===== src/rtl/afr_pkg.sv =====
package afr_pkg;

	// Sizing
	localparam int MAX_PAYLOAD_DEF = 32;
	localparam int LEN_W           = 6;
	localparam int CFG_IDX_W       = 2;
	localparam int CFG_DATA_W      = 16;
	localparam int QUEUE_DEPTH     = 2;
	localparam int QUEUE_PTR_W     = $clog2(QUEUE_DEPTH);
	localparam int QUEUE_CNT_W     = $clog2(QUEUE_DEPTH + 1);

	// Framing bytes and special addresses
	localparam logic [7:0] SYNC1_BYTE  = 8'hFD;
	localparam logic [7:0] SYNC2_BYTE  = 8'h7E;
	localparam logic [7:0] ETX1_BYTE   = 8'hFC;
	localparam logic [7:0] ETX2_BYTE   = 8'h0D;
	localparam logic [7:0] BCAST_ADDR  = 8'hFE;
	localparam logic [7:0] MASTER_ADDR = 8'h01;
	localparam logic [7:0] CMD_ACK     = 8'h00;

	// Input opcodes
	localparam logic [1:0] OP_BYTE = 2'd0;
	localparam logic [1:0] OP_TICK = 2'd1;
	localparam logic [1:0] OP_SENT = 2'd2;

	// Register indexes
	localparam logic [CFG_IDX_W-1:0] REG_OWN_ADDR      = 2'd0;
	localparam logic [CFG_IDX_W-1:0] REG_TIMEOUT       = 2'd1;
	localparam logic [CFG_IDX_W-1:0] REG_ACCEPT_MASTER = 2'd2;

	localparam logic [15:0] TIMEOUT_RST = 16'd50;
	localparam logic [15:0] TICKS_MAX   = 16'hFFFF;

	typedef enum logic [3:0] {
		PH_HUNT,
		PH_SYNC2,
		PH_SENDER,
		PH_DEST,
		PH_CMD,
		PH_INDEX,
		PH_LEN,
		PH_PAYLOAD,
		PH_CSUM,
		PH_ETX1,
		PH_ETX2
	} phase_t;

	typedef enum logic [1:0] {
		DISP_ACK,
		DISP_LOCAL,
		DISP_OTHER,
		DISP_IGNORED
	} disp_t;

	typedef enum logic [1:0] {
		BK_IDLE,
		BK_FETCH,
		BK_PUT
	} back_state_t;

	typedef struct packed {
		logic [7:0]  own_addr;
		logic [15:0] timeout_ticks;
		logic        accept_master;
	} cfg_t;

	typedef struct packed {
		logic [7:0]       sender;
		logic [7:0]       dest;
		logic [7:0]       command;
		logic [7:0]       index;
		logic [LEN_W-1:0] length;
		disp_t            disp;
		logic             fwd;
		logic             reply;
	} frame_t;

	typedef struct packed {
		logic             en;
		logic [LEN_W-1:0] addr;
		logic [7:0]       data;
	} wr_t;

	typedef struct packed {
		logic busy;
		logic full;
	} back_stat_t;

endpackage


===== src/rtl/afr_ifs.sv =====
interface afr_in_if;
	logic       valid;
	logic       ready;
	logic [1:0] opcode;
	logic [7:0] rx_byte;
	logic [7:0] sent_dest_addr;
	logic [7:0] sent_index;

	modport source (output valid, opcode, rx_byte, sent_dest_addr, sent_index, input ready);
	modport sink (input valid, opcode, rx_byte, sent_dest_addr, sent_index, output ready);
endinterface

interface afr_out_if;
	logic       valid;
	logic       ready;
	logic [7:0] sender_addr;
	logic [7:0] dest_addr;
	logic [7:0] command;
	logic [7:0] seq_index;
	logic [5:0] payload_length;
	logic [7:0] payload_byte;
	logic       last;
	logic [1:0] disposition;
	logic       forward_copy;
	logic       send_ack_reply;

	modport source (output valid, sender_addr, dest_addr, command, seq_index, payload_length,
		payload_byte, last, disposition, forward_copy, send_ack_reply, input ready);
	modport sink (input valid, sender_addr, dest_addr, command, seq_index, payload_length,
		payload_byte, last, disposition, forward_copy, send_ack_reply, output ready);
endinterface

interface afr_cfg_if;
	logic        valid;
	logic        ready;
	logic [1:0]  index;
	logic [15:0] data;

	modport source (output valid, index, data, input ready);
	modport sink (input valid, index, data, output ready);
endinterface


===== src/rtl/addressed_frame_receiver.sv =====
// Once a frame's closing byte beat is accepted, its header is queued; the back end then pops it and
// reads the store for each result beat in turn. One input beat is taken per cycle unless a stall holds it.
// A payload byte beat waits while a previous frame is still queued or being read out of the payload store.
// A closing byte beat waits while the two-entry frame queue is full.
// Reset (arst_n low, asynchronous) returns the parser to sync hunting, empties the queue,
// and loads the registers with own address 0, timeout 50 ticks and master frames excluded.
module addressed_frame_receiver #(
	parameter int MAX_PAYLOAD = afr_pkg::MAX_PAYLOAD_DEF
) (
	input  logic       clk,
	input  logic       arst_n,
	afr_in_if.sink     rx_in,
	afr_out_if.source  res_out,
	afr_cfg_if.sink    cfg
);

	afr_pkg::cfg_t       cfg_q;
	afr_pkg::back_stat_t stat;
	afr_pkg::frame_t     push_frame;
	afr_pkg::frame_t     q_frame;
	afr_pkg::wr_t        wr;
	logic                push;
	logic                pop;
	logic                q_empty;
	logic                q_full;
	logic                back_idle;

	// Configuration writes are registered; the port never stalls.
	assign cfg.ready = 1'b1;

	always_ff @(posedge clk or negedge arst_n) begin
		if (!arst_n) begin
			cfg_q.own_addr      <= 8'd0;
			cfg_q.timeout_ticks <= afr_pkg::TIMEOUT_RST;
			cfg_q.accept_master <= 1'b0;
		end else if (cfg.valid) begin
			case (cfg.index)
				afr_pkg::REG_OWN_ADDR:      cfg_q.own_addr      <= cfg.data[7:0];
				afr_pkg::REG_TIMEOUT:       cfg_q.timeout_ticks <= cfg.data;
				afr_pkg::REG_ACCEPT_MASTER: cfg_q.accept_master <= cfg.data[0];
				default: begin
				end
			endcase
		end
	end

	// The back end counts as busy while any frame is queued or being read out;
	// the parser must not overwrite the payload store during that time.
	assign stat.busy = !q_empty || !back_idle;
	assign stat.full = q_full;

	// Front: parse the byte stream, track idle ticks, classify finished frames.
	afr_front #(
		.MAX_PAYLOAD (MAX_PAYLOAD)
	) u_front (
		.clk        (clk),
		.arst_n     (arst_n),
		.cfg        (cfg_q),
		.rx_in      (rx_in),
		.stat       (stat),
		.push       (push),
		.push_frame (push_frame),
		.wr         (wr)
	);

	// Queue of classified frame headers between the two halves.
	afr_queue u_queue (
		.clk        (clk),
		.arst_n     (arst_n),
		.push       (push),
		.push_frame (push_frame),
		.pop        (pop),
		.pop_frame  (q_frame),
		.empty      (q_empty),
		.full       (q_full)
	);

	// Back: hold the payload store and emit one result beat per payload byte, or a single beat for an empty frame.
	afr_back #(
		.MAX_PAYLOAD (MAX_PAYLOAD)
	) u_back (
		.clk     (clk),
		.arst_n  (arst_n),
		.wr      (wr),
		.q_empty (q_empty),
		.q_frame (q_frame),
		.pop     (pop),
		.idle    (back_idle),
		.res_out (res_out)
	);

endmodule


===== src/rtl/afr_front.sv =====
module afr_front #(
	parameter int MAX_PAYLOAD = afr_pkg::MAX_PAYLOAD_DEF
) (
	input  logic               clk,
	input  logic               arst_n,
	input  afr_pkg::cfg_t      cfg,
	afr_in_if.sink             rx_in,
	input  afr_pkg::back_stat_t stat,
	output logic               push,
	output afr_pkg::frame_t    push_frame,
	output afr_pkg::wr_t       wr
);

	localparam int LW = afr_pkg::LEN_W;

	afr_pkg::phase_t phase_q, phase_d;
	logic [7:0]    sum_q, sum_d;
	logic [7:0]    sender_q, sender_d;
	logic [7:0]    dest_q, dest_d;
	logic [7:0]    cmd_q, cmd_d;
	logic [7:0]    index_q, index_d;
	logic [LW-1:0] len_q, len_d;
	logic [LW-1:0] count_q, count_d;
	logic [15:0]   idle_q, idle_d;
	logic [7:0]    await_dest_q, await_dest_d;
	logic [7:0]    await_index_q, await_index_d;
	logic          accept;
	logic          stall;
	logic          allowed;
	logic          for_us;
	logic [7:0]    b;

	assign b = rx_in.rx_byte;

	// Hold a payload beat while the back end still reads the store, and a
	// closing beat while the queue has no room.
	assign stall = (rx_in.opcode == afr_pkg::OP_BYTE) &&
		((phase_q == afr_pkg::PH_PAYLOAD && stat.busy) ||
		 (phase_q == afr_pkg::PH_ETX2 && stat.full));
	assign rx_in.ready = !stall;
	assign accept = rx_in.valid && !stall;

	// Classify the finished frame from the header registers.
	assign allowed = cfg.accept_master || (sender_q != afr_pkg::MASTER_ADDR);
	assign for_us  = (dest_q == cfg.own_addr) || (dest_q == afr_pkg::BCAST_ADDR);

	always_comb begin
		push_frame.sender  = sender_q;
		push_frame.dest    = dest_q;
		push_frame.command = cmd_q;
		push_frame.index   = index_q;
		push_frame.length  = len_q;
		push_frame.fwd     = (dest_q != cfg.own_addr);
		push_frame.reply   = 1'b0;
		if (cmd_q == afr_pkg::CMD_ACK) begin
			if (sender_q == await_dest_q && dest_q == cfg.own_addr &&
			    index_q == await_index_q) begin
				push_frame.disp = afr_pkg::DISP_ACK;
			end else begin
				push_frame.disp = afr_pkg::DISP_IGNORED;
			end
		end else if (for_us && allowed) begin
			push_frame.disp  = afr_pkg::DISP_LOCAL;
			push_frame.reply = (index_q != 8'd0) && (dest_q != afr_pkg::BCAST_ADDR);
		end else if (allowed) begin
			push_frame.disp = afr_pkg::DISP_OTHER;
		end else begin
			push_frame.disp = afr_pkg::DISP_IGNORED;
		end
	end

	always_comb begin
		phase_d       = phase_q;
		sum_d         = sum_q;
		sender_d      = sender_q;
		dest_d        = dest_q;
		cmd_d         = cmd_q;
		index_d       = index_q;
		len_d         = len_q;
		count_d       = count_q;
		idle_d        = idle_q;
		await_dest_d  = await_dest_q;
		await_index_d = await_index_q;
		push          = 1'b0;
		wr.en         = 1'b0;
		wr.addr       = count_q;
		wr.data       = b;
		if (accept) begin
			case (rx_in.opcode)
				afr_pkg::OP_SENT: begin
					await_dest_d  = rx_in.sent_dest_addr;
					await_index_d = rx_in.sent_index;
				end
				afr_pkg::OP_TICK: begin
					if (idle_q != afr_pkg::TICKS_MAX) idle_d = idle_q + 16'd1;
				end
				afr_pkg::OP_BYTE: begin
					case (phase_q)
						afr_pkg::PH_SYNC2: begin
							if (b == afr_pkg::SYNC2_BYTE) begin
								phase_d  = afr_pkg::PH_SENDER;
								sum_d    = 8'd0;
								sender_d = 8'd0;
								dest_d   = 8'd0;
								cmd_d    = 8'd0;
								index_d  = 8'd0;
								len_d    = '0;
								count_d  = '0;
							end else begin
								phase_d = afr_pkg::PH_HUNT;
							end
						end
						afr_pkg::PH_SENDER: begin
							sender_d = b;
							sum_d    = sum_q + b;
							phase_d  = afr_pkg::PH_DEST;
						end
						afr_pkg::PH_DEST: begin
							dest_d  = b;
							sum_d   = sum_q + b;
							phase_d = afr_pkg::PH_CMD;
						end
						afr_pkg::PH_CMD: begin
							cmd_d   = b;
							sum_d   = sum_q + b;
							phase_d = afr_pkg::PH_INDEX;
						end
						afr_pkg::PH_INDEX: begin
							index_d = b;
							sum_d   = sum_q + b;
							phase_d = afr_pkg::PH_LEN;
						end
						afr_pkg::PH_LEN: begin
							sum_d = sum_q + b;
							if (b >= 8'(MAX_PAYLOAD)) begin
								phase_d = afr_pkg::PH_HUNT;
							end else begin
								len_d   = b[LW-1:0];
								phase_d = (b == 8'd0) ? afr_pkg::PH_CSUM : afr_pkg::PH_PAYLOAD;
							end
						end
						afr_pkg::PH_PAYLOAD: begin
							wr.en   = 1'b1;
							sum_d   = sum_q + b;
							count_d = count_q + LW'(1);
							if (count_d >= len_q) phase_d = afr_pkg::PH_CSUM;
						end
						afr_pkg::PH_CSUM: begin
							phase_d = (sum_q == b) ? afr_pkg::PH_ETX1 : afr_pkg::PH_HUNT;
						end
						afr_pkg::PH_ETX1: begin
							phase_d = (b == afr_pkg::ETX1_BYTE) ? afr_pkg::PH_ETX2 :
								afr_pkg::PH_HUNT;
						end
						afr_pkg::PH_ETX2: begin
							phase_d = afr_pkg::PH_HUNT;
							push    = (b == afr_pkg::ETX2_BYTE);
						end
						default: begin
							if (b == afr_pkg::SYNC1_BYTE) begin
								phase_d = afr_pkg::PH_SYNC2;
								idle_d  = 16'd0;
							end else begin
								phase_d = afr_pkg::PH_HUNT;
							end
						end
					endcase
				end
				default: begin
				end
			endcase
			// Abandon a partial frame once the line has been idle too long.
			if ((rx_in.opcode == afr_pkg::OP_BYTE || rx_in.opcode == afr_pkg::OP_TICK) &&
			    idle_d > cfg.timeout_ticks && phase_d != afr_pkg::PH_HUNT) begin
				phase_d = afr_pkg::PH_HUNT;
				count_d = '0;
			end
		end
	end

	always_ff @(posedge clk or negedge arst_n) begin
		if (!arst_n) begin
			phase_q       <= afr_pkg::PH_HUNT;
			sum_q         <= 8'd0;
			sender_q      <= 8'd0;
			dest_q        <= 8'd0;
			cmd_q         <= 8'd0;
			index_q       <= 8'd0;
			len_q         <= '0;
			count_q       <= '0;
			idle_q        <= 16'd0;
			await_dest_q  <= 8'd0;
			await_index_q <= 8'd0;
		end else begin
			phase_q       <= phase_d;
			sum_q         <= sum_d;
			sender_q      <= sender_d;
			dest_q        <= dest_d;
			cmd_q         <= cmd_d;
			index_q       <= index_d;
			len_q         <= len_d;
			count_q       <= count_d;
			idle_q        <= idle_d;
			await_dest_q  <= await_dest_d;
			await_index_q <= await_index_d;
		end
	end

endmodule


===== src/rtl/afr_queue.sv =====
module afr_queue (
	input  logic            clk,
	input  logic            arst_n,
	input  logic            push,
	input  afr_pkg::frame_t push_frame,
	input  logic            pop,
	output afr_pkg::frame_t pop_frame,
	output logic            empty,
	output logic            full
);

	localparam int PW = afr_pkg::QUEUE_PTR_W;
	localparam int CW = afr_pkg::QUEUE_CNT_W;

	afr_pkg::frame_t entry_q [afr_pkg::QUEUE_DEPTH];
	logic [PW-1:0] wr_ptr_q;
	logic [PW-1:0] rd_ptr_q;
	logic [CW-1:0] cnt_q;
	logic          do_push;
	logic          do_pop;

	assign empty     = (cnt_q == CW'(0));
	assign full      = (cnt_q == CW'(afr_pkg::QUEUE_DEPTH));
	assign pop_frame = entry_q[rd_ptr_q];
	assign do_push   = push && !full;
	assign do_pop    = pop && !empty;

	always_ff @(posedge clk) begin
		if (do_push) entry_q[wr_ptr_q] <= push_frame;
	end

	always_ff @(posedge clk or negedge arst_n) begin
		if (!arst_n) begin
			wr_ptr_q <= '0;
			rd_ptr_q <= '0;
			cnt_q    <= '0;
		end else begin
			if (do_push) begin
				wr_ptr_q <= (wr_ptr_q == PW'(afr_pkg::QUEUE_DEPTH - 1)) ? '0 : wr_ptr_q + PW'(1);
			end
			if (do_pop) begin
				rd_ptr_q <= (rd_ptr_q == PW'(afr_pkg::QUEUE_DEPTH - 1)) ? '0 : rd_ptr_q + PW'(1);
			end
			if (do_push && !do_pop) cnt_q <= cnt_q + CW'(1);
			else if (do_pop && !do_push) cnt_q <= cnt_q - CW'(1);
		end
	end

endmodule


===== src/rtl/afr_back.sv =====
module afr_back #(
	parameter int MAX_PAYLOAD = afr_pkg::MAX_PAYLOAD_DEF
) (
	input  logic            clk,
	input  logic            arst_n,
	input  afr_pkg::wr_t    wr,
	input  logic            q_empty,
	input  afr_pkg::frame_t q_frame,
	output logic            pop,
	output logic            idle,
	afr_out_if.source       res_out
);

	localparam int AW = $clog2(MAX_PAYLOAD);
	localparam int LW = afr_pkg::LEN_W;

	logic [7:0] store [MAX_PAYLOAD];
	logic [7:0] rd_data_q;

	afr_pkg::back_state_t state_q, state_d;
	afr_pkg::frame_t cur_q, cur_d;
	logic [LW-1:0] k_q, k_d;
	logic          last_k;
	logic          load;
	logic          out_valid_q;
	afr_pkg::frame_t out_frame_q;
	logic [7:0]    out_byte_q;
	logic          out_last_q;

	// Payload store: written by the parser, read one entry per result.
	always_ff @(posedge clk) begin
		if (wr.en) store[wr.addr[AW-1:0]] <= wr.data;
		rd_data_q <= store[k_q[AW-1:0]];
	end

	assign last_k = (cur_q.length == '0) || (k_q == cur_q.length - LW'(1));
	assign idle   = (state_q == afr_pkg::BK_IDLE);

	always_comb begin
		state_d = state_q;
		cur_d   = cur_q;
		k_d     = k_q;
		pop     = 1'b0;
		load    = 1'b0;
		case (state_q)
			afr_pkg::BK_IDLE: begin
				if (!q_empty) begin
					pop     = 1'b1;
					cur_d   = q_frame;
					k_d     = '0;
					state_d = afr_pkg::BK_FETCH;
				end
			end
			afr_pkg::BK_FETCH: begin
				state_d = afr_pkg::BK_PUT;
			end
			afr_pkg::BK_PUT: begin
				if (!out_valid_q || res_out.ready) begin
					load = 1'b1;
					if (last_k) begin
						state_d = afr_pkg::BK_IDLE;
					end else begin
						k_d     = k_q + LW'(1);
						state_d = afr_pkg::BK_FETCH;
					end
				end
			end
			default: begin
				state_d = afr_pkg::BK_IDLE;
			end
		endcase
	end

	always_ff @(posedge clk or negedge arst_n) begin
		if (!arst_n) begin
			state_q     <= afr_pkg::BK_IDLE;
			k_q         <= '0;
			out_valid_q <= 1'b0;
		end else begin
			state_q <= state_d;
			k_q     <= k_d;
			if (load) out_valid_q <= 1'b1;
			else if (res_out.ready) out_valid_q <= 1'b0;
		end
	end

	always_ff @(posedge clk) begin
		cur_q <= cur_d;
		if (load) begin
			out_frame_q <= cur_q;
			out_byte_q  <= (cur_q.length == '0) ? 8'd0 : rd_data_q;
			out_last_q  <= last_k;
		end
	end

	assign res_out.valid          = out_valid_q;
	assign res_out.sender_addr    = out_frame_q.sender;
	assign res_out.dest_addr      = out_frame_q.dest;
	assign res_out.command        = out_frame_q.command;
	assign res_out.seq_index      = out_frame_q.index;
	assign res_out.payload_length = out_frame_q.length;
	assign res_out.payload_byte   = out_byte_q;
	assign res_out.last           = out_last_q;
	assign res_out.disposition    = out_frame_q.disp;
	assign res_out.forward_copy   = out_frame_q.fwd;
	assign res_out.send_ack_reply = out_frame_q.reply;

endmodule


===== src/flat_wrapper.sv =====
// flat-port wrapper written by rule: the top's interface ports become plain ports
module addressed_frame_receiver_flat 
#(
	parameter int MAX_PAYLOAD = afr_pkg::MAX_PAYLOAD_DEF
)
  (clk, arst_n, rx_in_valid, rx_in_opcode, rx_in_rx_byte, rx_in_sent_dest_addr, rx_in_sent_index, rx_in_ready, res_out_valid, res_out_sender_addr, res_out_dest_addr, res_out_command, res_out_seq_index, res_out_payload_length, res_out_payload_byte, res_out_last, res_out_disposition, res_out_forward_copy, res_out_send_ack_reply, res_out_ready, cfg_valid, cfg_index, cfg_data, cfg_ready);
  afr_in_if rx_in_i ();
  afr_out_if res_out_i ();
  afr_cfg_if cfg_i ();
  input  logic clk;
  input  logic arst_n;
  input wire logic [$bits(rx_in_i.valid)-1:0] rx_in_valid;
  input wire logic [$bits(rx_in_i.opcode)-1:0] rx_in_opcode;
  input wire logic [$bits(rx_in_i.rx_byte)-1:0] rx_in_rx_byte;
  input wire logic [$bits(rx_in_i.sent_dest_addr)-1:0] rx_in_sent_dest_addr;
  input wire logic [$bits(rx_in_i.sent_index)-1:0] rx_in_sent_index;
  output wire logic [$bits(rx_in_i.ready)-1:0] rx_in_ready;
  output wire logic [$bits(res_out_i.valid)-1:0] res_out_valid;
  output wire logic [$bits(res_out_i.sender_addr)-1:0] res_out_sender_addr;
  output wire logic [$bits(res_out_i.dest_addr)-1:0] res_out_dest_addr;
  output wire logic [$bits(res_out_i.command)-1:0] res_out_command;
  output wire logic [$bits(res_out_i.seq_index)-1:0] res_out_seq_index;
  output wire logic [$bits(res_out_i.payload_length)-1:0] res_out_payload_length;
  output wire logic [$bits(res_out_i.payload_byte)-1:0] res_out_payload_byte;
  output wire logic [$bits(res_out_i.last)-1:0] res_out_last;
  output wire logic [$bits(res_out_i.disposition)-1:0] res_out_disposition;
  output wire logic [$bits(res_out_i.forward_copy)-1:0] res_out_forward_copy;
  output wire logic [$bits(res_out_i.send_ack_reply)-1:0] res_out_send_ack_reply;
  input wire logic [$bits(res_out_i.ready)-1:0] res_out_ready;
  input wire logic [$bits(cfg_i.valid)-1:0] cfg_valid;
  input wire logic [$bits(cfg_i.index)-1:0] cfg_index;
  input wire logic [$bits(cfg_i.data)-1:0] cfg_data;
  output wire logic [$bits(cfg_i.ready)-1:0] cfg_ready;
  assign rx_in_i.valid = rx_in_valid;
  assign rx_in_i.opcode = rx_in_opcode;
  assign rx_in_i.rx_byte = rx_in_rx_byte;
  assign rx_in_i.sent_dest_addr = rx_in_sent_dest_addr;
  assign rx_in_i.sent_index = rx_in_sent_index;
  assign rx_in_ready = rx_in_i.ready;
  assign res_out_valid = res_out_i.valid;
  assign res_out_sender_addr = res_out_i.sender_addr;
  assign res_out_dest_addr = res_out_i.dest_addr;
  assign res_out_command = res_out_i.command;
  assign res_out_seq_index = res_out_i.seq_index;
  assign res_out_payload_length = res_out_i.payload_length;
  assign res_out_payload_byte = res_out_i.payload_byte;
  assign res_out_last = res_out_i.last;
  assign res_out_disposition = res_out_i.disposition;
  assign res_out_forward_copy = res_out_i.forward_copy;
  assign res_out_send_ack_reply = res_out_i.send_ack_reply;
  assign res_out_i.ready = res_out_ready;
  assign cfg_i.valid = cfg_valid;
  assign cfg_i.index = cfg_index;
  assign cfg_i.data = cfg_data;
  assign cfg_ready = cfg_i.ready;
  addressed_frame_receiver #(.MAX_PAYLOAD(MAX_PAYLOAD)) u_core (.clk(clk), .arst_n(arst_n), .rx_in(rx_in_i), .res_out(res_out_i), .cfg(cfg_i));
endmodule

===== config.mk =====
export PLATFORM = sky130hd
export DESIGN_NAME = addressed_frame_receiver_flat
export DESIGN_NICKNAME = d
export VERILOG_FILES = /design/src/rtl/afr_pkg.sv /design/src/rtl/afr_ifs.sv /design/src/rtl/addressed_frame_receiver.sv /design/src/rtl/afr_front.sv /design/src/rtl/afr_queue.sv /design/src/rtl/afr_back.sv /design/src/flat_wrapper.sv
export SDC_FILE = /design/constraint.sdc
export NUM_CORES = 1
export LEC_CHECK = 0
export BUFFER_PORTS_ARGS = -buffer_cell sky130_fd_sc_hd__buf_4
export CAP_MARGIN = 20
export CELL_PAD_IN_SITES_DETAIL_PLACEMENT = 0
export CELL_PAD_IN_SITES_GLOBAL_PLACEMENT = 1
export CORE_MARGIN = 2
export CORE_UTILIZATION = 48
export DETAILED_ROUTE_END_ITERATION = 8
export PLACE_DENSITY_LB_ADDON = 0.1
export SLEW_MARGIN = 25
export SYNTH_ARGS = -nofsm -noshare
export SYNTH_HDL_FRONTEND = slang
export SYNTH_SLANG_ARGS = --single-unit

===== constraint.sdc =====
create_clock -name clk -period 3.7 [get_ports clk]
set_input_delay 0.74 -clock clk [delete_from_list [all_inputs] [get_ports clk]]
set_output_delay 0.74 -clock clk [all_outputs]
set_load 0.02 [all_outputs]

### Word-level counts from Yosys, hierarchy flattened

Memory sizes are Yosys's and may differ from the RTL's. A register that Yosys moved wholly into a read port is not among the register bits.
Cells that the tools add are included.

| storage, ports and cells | value |
|---|---|
| bits of input ports | 49 |
| output and inout port bits | 54 |
| bits in writable memories | 340 |
| word-level logic and storage cells | 208 |
| memories | 2 |
| flip-flop bits (word level) | 177 |

Memories:

| name | words | bits a word | rd ports | clocked after memory_dff | write ports | RTL line | text |
|---|---|---|---|---|---|---|---|
| u_core.u_back.store | 32 | 8 | 1 | 1 | 1 | afr_back.sv:17 | `logic [7:0] store [MAX_PAYLOAD];` |
| u_core.u_queue.entry_q | 2 | 42 | 1 | 1 | 1 | afr_queue.sv:15 | `afr_pkg::frame_t entry_q [afr_pkg::QUEUE_DEPTH];` |

| cells by class | value |
|---|---|
| bitwise gates (word level) | 1 |
| reductions and logical operators | 64 |
| equal/unequal tests | 37 |
| order comparisons | 3 |
| add/sub/neg operators | 9 |
| muxes and demuxes | 62 |

Operators by type and width:

| cell | count |
|---|---|
| $pmux 8 s2 | 5 |
| $mux 16 | 4 |
| $mux 6 | 7 |
| $pmux 4 s10 | 1 |
| $pmux 6 s2 | 3 |
| $eq 8x8->1 | 4 |
| $mux 4 | 8 |
| $pmux 16 s2 | 1 |
| $reduce_and 4->1 | 7 |
| $eq 8x8->1 const B | 3 |
| $mux 1 | 23 |
| $reduce_bool 2->1 | 10 |
| $add 16x1->16 const B | 1 |
| $eq 4x3->1 const B | 4 |
| $gt 16x16->1 | 1 |
| $logic_not 8->1 | 2 |
| $mux 2 | 8 |
| $ne 16x16->1 const B | 1 |
| $logic_and 1x1->1 | 14 |
| $add 6x1->6 const B | 2 |
| $eq 4x4->1 const B | 3 |
| $reduce_and 2->1 | 6 |
| $ne 2x2->1 const B | 5 |
| $reduce_or 10->1 | 1 |
| other kinds (30) | 52 |

### Depth between registers and ports, before layout

| logic depth | value |
|---|---|
| depth in word-level cells | 14 |
| gate-level depth with buffers | 18 |
| depth with buffers taken out | 16 |

### Cells and area by module

Synthesis repeated with hierarchy kept, for this count alone.

| unflattened totals | value |
|---|---|
| cells, all modules | 1429 |
| area total of the unflattened synthesis | 23667.7 µm² |

By module, submodules not included:

| module | cells each | area an instance (µm²) | seq. area each (µm²) | times used |
|---|---|---|---|---|
| afr_back | 609 | 13556.8 | 10865.4 | 1 |
| afr_front | 613 | 5698.0 | 2202.1 | 1 |
| afr_queue | 150 | 3429.5 | 2622.5 | 1 |
| addressed_frame_receiver | 57 | 983.4 | 629.4 | 1 |

### Least setup slack after synthesis

Ideal clock, no wire load.

| timing | value |
|---|---|
| path type | input to register |
| start point | input port rx_in_rx_byte[7] |
| end point | register u_core.u_front.phase_q[0] |
| stages | 16 |
| buffers on the path | 4 |
| arrival | 4.135 ns |
| data required time | 3.578 ns |
| setup slack | -0.557 ns |
| library setup time | 0.122 ns |
| cell sequence | clkbuf_1 nand2b_1 or4_1 or2_1 buf_2 buf_6 o21a_1 a21o_1 ha_1 nand3_1 or3_1 a21oi_1 nor4_1 a2111o_1 clkbuf_1 a32o_1 |

| on the way | value |
|---|---|
| longest elaborated chain between the ends | 9 |
| elaborated cells between the ends (all ways) | 24 |
| classes of those cells | order compare (2); eq/ne (4); mux (14); reduce/logical (4) |

RTL lines:

| element | RTL line | text |
|---|---|---|
| start: declaration | flat_wrapper.sv:14 | `input wire logic [$bits(rx_in_i.rx_byte)-1:0] rx_in_rx_byte;` |
| $eq 8x8->1 / $logic_not 8->1 (equally long branches) | afr_front.sv:160, afr_front.sv:139 |  |
| $mux 16 / $mux 4 (equally long branches) | afr_front.sv:160, afr_front.sv:139 |  |
| $mux 16 / $mux 4 (equally long branches) | afr_front.sv:98, afr_front.sv:135 |  |
| $pmux 16 s2 / $pmux 4 s10 (equally long branches) | afr_front.sv:89, afr_front.sv:98 |  |
| $mux 16 / $mux 4 (equally long branches) | afr_front.sv:88, afr_front.sv:89 |  |
| $gt 16x16->1 / $mux 4 (equally long branches) | afr_front.sv:174, afr_front.sv:88 |  |
| $logic_and 1x1->1 / $reduce_bool 4->1 (equally long branches) | afr_front.sv:173, afr_front.sv:174 |  |
| $logic_and 1x1->1 | afr_front.sv:174 | `idle_d > cfg.timeout_ticks && phase_d != afr_pkg::PH_HUNT) begin` |
| $mux 4 * | afr_front.sv:173 | `if ((rx_in.opcode == afr_pkg::OP_BYTE \|\| rx_in.opcode == afr_pkg::OP_TICK) &&` |
| end signal: assignment | afr_front.sv:183 | `phase_q <= afr_pkg::PH_HUNT;` |
| end signal: assignment | afr_front.sv:195 | `phase_q <= phase_d;` |
| end: declaration | afr_front.sv:16 | `afr_pkg::phase_t phase_q, phase_d;` |

Every way passes the cells marked *; elsewhere a longest branch is shown, timed or not. The select of a mux whose other input is x is not followed.
A chain may end at the register's enable or synchronous reset.

### Final worst setup path

| timing | value |
|---|---|
| start point | register u_core.u_front.phase_q[0] |
| end point | register u_core.u_front.count_q[2] |

| on the way | value |
|---|---|
| longest elaborated chain between the ends | 10 |
| elaborated cells between the ends (all ways) | 35 |
| classes of those cells | order compare (1); eq/ne (11); mux (10); reduce/logical (13) |

RTL lines:

| element | RTL line | text |
|---|---|---|
| $eq 4x3->1 (tied with other cells) | afr_front.sv:38, afr_front.sv:98 |  |
| $reduce_or 10->1 (no line) | -- |  |
| $mux 16 | afr_front.sv:98 | `case (phase_q)` |
| $pmux 16 s2 | afr_front.sv:89 | `case (rx_in.opcode)` |
| $mux 16 | afr_front.sv:88 | `if (accept) begin` |
| $gt 16x16->1 | afr_front.sv:174 |  |
| $logic_and 1x1->1 | afr_front.sv:173 |  |
| $logic_and 1x1->1 | afr_front.sv:174 |  |
| $ne 3x3->1 (no line) (tied with other cells) | -- |  |
| $reduce_and 4->1 (no line) | -- |  |
| end signal: assignment | afr_front.sv:202 | `count_q <= count_d;` |
| end: declaration | afr_front.sv:23 | `logic [LW-1:0] count_q, count_d;` |

Several ways; a longest one is shown, not always the timed one. The select of a mux whose other input is x is not followed.

==> results.json <==
{
  "outcome": "finished, violations left",
  "violations": "setup timing",
  "reg2reg_slack_ns": -0.38,
  "finalWorstSetupSlack_ns": -0.3789,
  "yosys_warnings": 0,
  "max_freq_ghz": 0.2452,
  "mostFrequentLayoutCells": "edfxtp_1 (433), buf_4 (214), dfrtp_1 (120), mux2_2 (98)",
  "internal_power_mw": 12.19,
  "nFillCells": 3677,
  "rows": 80,
  "power_frac_seq_pct": 49.1,
  "finalPower_mw": 16.57,
  "synth_edf_count": 433,
  "place_congestion": 0.8201,
  "syn_area_per_cell_um2": 16.54,
  "slew_headroom_pct": 35.75,
  "dieArea_um2": 50250,
  "p_sw_mw": 4.386,
  "grt_antenna_before_repair": 2,
  "drv_cap": 0,
  "seqCellArea_um2": 16330,
  "syn_inst": 1407,
  "cts_sinks": 567,
  "r2r-end": "u_core.u_front.count_q[2]$_DFFE_PN0P_",
  "hpwl_um": 32610,
  "multiInputGateArea_um2": 6660,
  "r2r-start": "u_core.u_front.phase_q[0]$_DFFE_PN0P_",
  "cp-startpoint": "u_core.u_front.phase_q[0]$_DFFE_PN0P_",
  "overflow": 0,
  "fin_util_pct": 57.48,
  "grt_max_degree": 80,
  "synth.top_cell.area_share_pct": 55.88,
  "crit_path_end_kind": "register",
  "wl_per_cell_um": 22.33,
  "synth_fp_nets": 1494,
  "path_max_fanout": 8,
  "synth_area_leaders": "edfxtp_1 (56%), dfrtp_1 (13%), mux4_2 (7.7%)",
  "arrival_ns": 4.58,
  "pwr_density_cell_nw_per_um2": 603.9,
  "report.final.slew_viol_count": 0,
  "irDropWorstVdd_mv": 0.3415,
  "die-width_um": 224.2,
  "grt_first_pass_wirelength_um": 79190,
  "fin_nets": 1714,
  "dieHeight_um": 224.2,
  "hold_viol_final": 0,
  "clkLatencyLatePin_ns": 0.61,
  "clk_path_buf_depth": 3,
  "area_delta_synth_final_pct": 17.94,
  "drt_iter0_drc": 1011,
  "worstPathRequired_ns": 4.20,
  "cts_tree": "yes",
  "fin_setup_tns_ns": -3.276,
  "critPathLaunchType": "register",
  "cts_made_buffers": 57,
  "synthArstFlopShare_pct": 22.22,
  "grt_pass1_vias": 13073,
  "endpoint": "u_core.u_front.count_q[2]$_DFFE_PN0P_",
  "num_antenna_cells": 0,
  "p_leak_nw": 9.976,
  "yosys.area.top_type": "edfxtp_1",
  "ys_ff_latch": 567,
  "dp_cells": 2177,
  "min_path_type": "input pin to async pin",
  "first_pass_iters": 7,
  "vias": 12870,
  "grt_usage_pct": 20.88,
  "setup_viol": 10,
  "clkPwrFrac_pct": 33.5,
  "ys.flop_type": "edfxtp_1",
  "critical_path_class": "register to register",
  "mappedNetlistArea_um2": 23270,
  "fin_crit_ns": 4.079,
  "stdcell_count": 2291,
  "wl_um": 51150,
  "drc_errors": 0,
  "grt_setup_unrepaired": "yes",
  "viasPerCell": 5.618,
  "pwr-share-comb_pct": 17.4,
  "final_common_cell": "edfxtp_1",
  "drive_above_1_share_pct": 31.26,
  "crit_chain": "nor4_4, a21oi_2, or4_4, or2_4, o21a_1, a21o_1, ha_4, nand3_4, or3_4, a21oi_2, nor4_1, a2111o_1, buf_6, buf_6, a31oi_4, o21ai_1",
  "power_switching_share_pct": 26.46,
  "synth.distinct_cells": 71,
  "final_antenna_net_count": 0,
  "design.core.area_um2": 47750,
  "h-tree-depth": 2,
  "start_util_pct": 48.73,
  "tightest_slew_ns": 0.9593,
  "fin_skew_ns": 0.02038,
  "io_buffers": 101,
  "ioPinCount": 103,
  "synth-seq-area-share_pct": 70.14,
  "critPathMaxStageDelay_ns": 0.57,
  "clk_transition_reported_paths_ns": 0.06,
  "min_period_over_period_pct": 110.2,
  "r2r.worst_path.cells": 16,
  "cts_root_buffer": "clkbuf_16",
  "critical_path.slowest_cell": "a2111o_1",
  "place_ws_ns": -0.8752
}
==> flip-flops by register name, indices dropped and copies added (netlist names), 16 cells and up <==
name	flops
u_core.u_back.cur_q	42
u_core.cfg_q	25
u_core.u_back.store	256
u_core.u_front.idle_q	16
u_core.u_queue.entry_q	84
==> cell type report <==
cell class / instances / area share (%)
inverters: 46 / 0.6292
clock buffers: 74 / 5.503
well taps: 615 / 2.804
flip-flops and latches: 567 / 59.50
clock inverters: 34 / 1.058
multi-input cells: 734 / 24.27
repair buffers: 221 / 6.237
==> logic make-up after synthesis <==
family,Yosys count,share of synthesized area [%]
DFF,567,70.14
and+or+nand+nor,305,6.706
muxes,182,12.66
AOI/OAI and AO/OA,165,4.915
buffers and inverters,106,1.866
xor gates and xnor gates,43,1.619
adders and majority gates,38,2.076
other,1,0.01612
==> worst min path at each step <==
| stage | startpoint | endpoint | slack, ns | cells after the start |
|---|---|---|---|---|
| final | arst_n | u_core.cfg_q[11]$_DFFE_PN0P_ | 0.15 | 1 |
| after global routing | arst_n | u_core.cfg_q[12]$_DFFE_PN0P_ | 0.18 | 1 |
| after CTS | arst_n | u_core.cfg_q[10]$_DFFE_PN0P_ | 0.16 | 1 |
| after detailed placement | u_core.u_back.cur_q[2]$_DFFE_PP_ | u_core.u_back.res_out.disposition[0]$_DFFE_PP_ | 0.40 | 0 |
| after global placement | u_core.u_back.cur_q[23]$_DFFE_PP_ | u_core.u_back.res_out.command[5]$_DFFE_PP_ | 0.40 | 0 |
| after floorplan | u_core.u_back.cur_q[18]$_DFFE_PP_ | u_core.u_back.res_out.command[0]$_DFFE_PP_ | 0.40 | 0 |
==> metrics by stage <==
step	cell area [um^2]	hold WS [ns]
final	27440	0.1490
after global routing	27440	0.1805
after CTS	27350	0.1633
after detailed placement	25470	0.4045
after global placement	25470	0.4004
after floorplan	23310	0.4003
==> what timing repair did <==
| action | CTS | global route |
|---|---|---|
| gates cloned | 0 | 0 |
| pin swaps | 10 | 7 |
| endpoints found under the setup margin | 10 | 10 |
| buffers inserted | 4 | 2 |
| hold buffers | 0 | 0 |
| resized for setup | 7 | 16 |
==> power groups by stage <==
stage          Combinational (mW)  Sequential, mW  Clock [mW]
3_3_place_gp                 2.86            8.26           0
6_report                     2.88            8.15        5.54
5_1_grt                      3.16            8.23        5.93
2_1_floorplan                1.78            8.25           0
3_5_place_dp                 2.90            8.28           0
4_1_cts                      2.92            8.15        5.69
==> synth_stat cells, types with 12 or more instances <==
master and n:
nor2_1 82, mux4_2 80, nor2b_1 12, ha_1 37
nand4_1 14, dfrtp_1 123, inv_1 46, nand2_1 58
nor4_1 18, nand3_1 43, mux2_2 98, xnor2_1 18
buf_2 14, o21ai_0 25, clkbuf_1 34, xor2_1 25
o21ai_1 20, edfxtp_1 433, a21oi_1 26, nand2b_1 13
a22o_1 33
==> layer usage <==
layer	GRT usage [%]	part of all wire (%)
met4	5.742	2.2
met3	3.673	4.7
met2	32.40	47
met5	0	0
met1	30.69	46
==> critical path: cells and delay by family (launching register included) <==
kind            cells  cell delay, ns
simple gates        6            1.63
compound gates      7            1.31
flops               1            0.41
buf+inv             2            0.31
fa+ha+maj           1            0.29
Note: power is estimated with default switching activity, not from simulation.
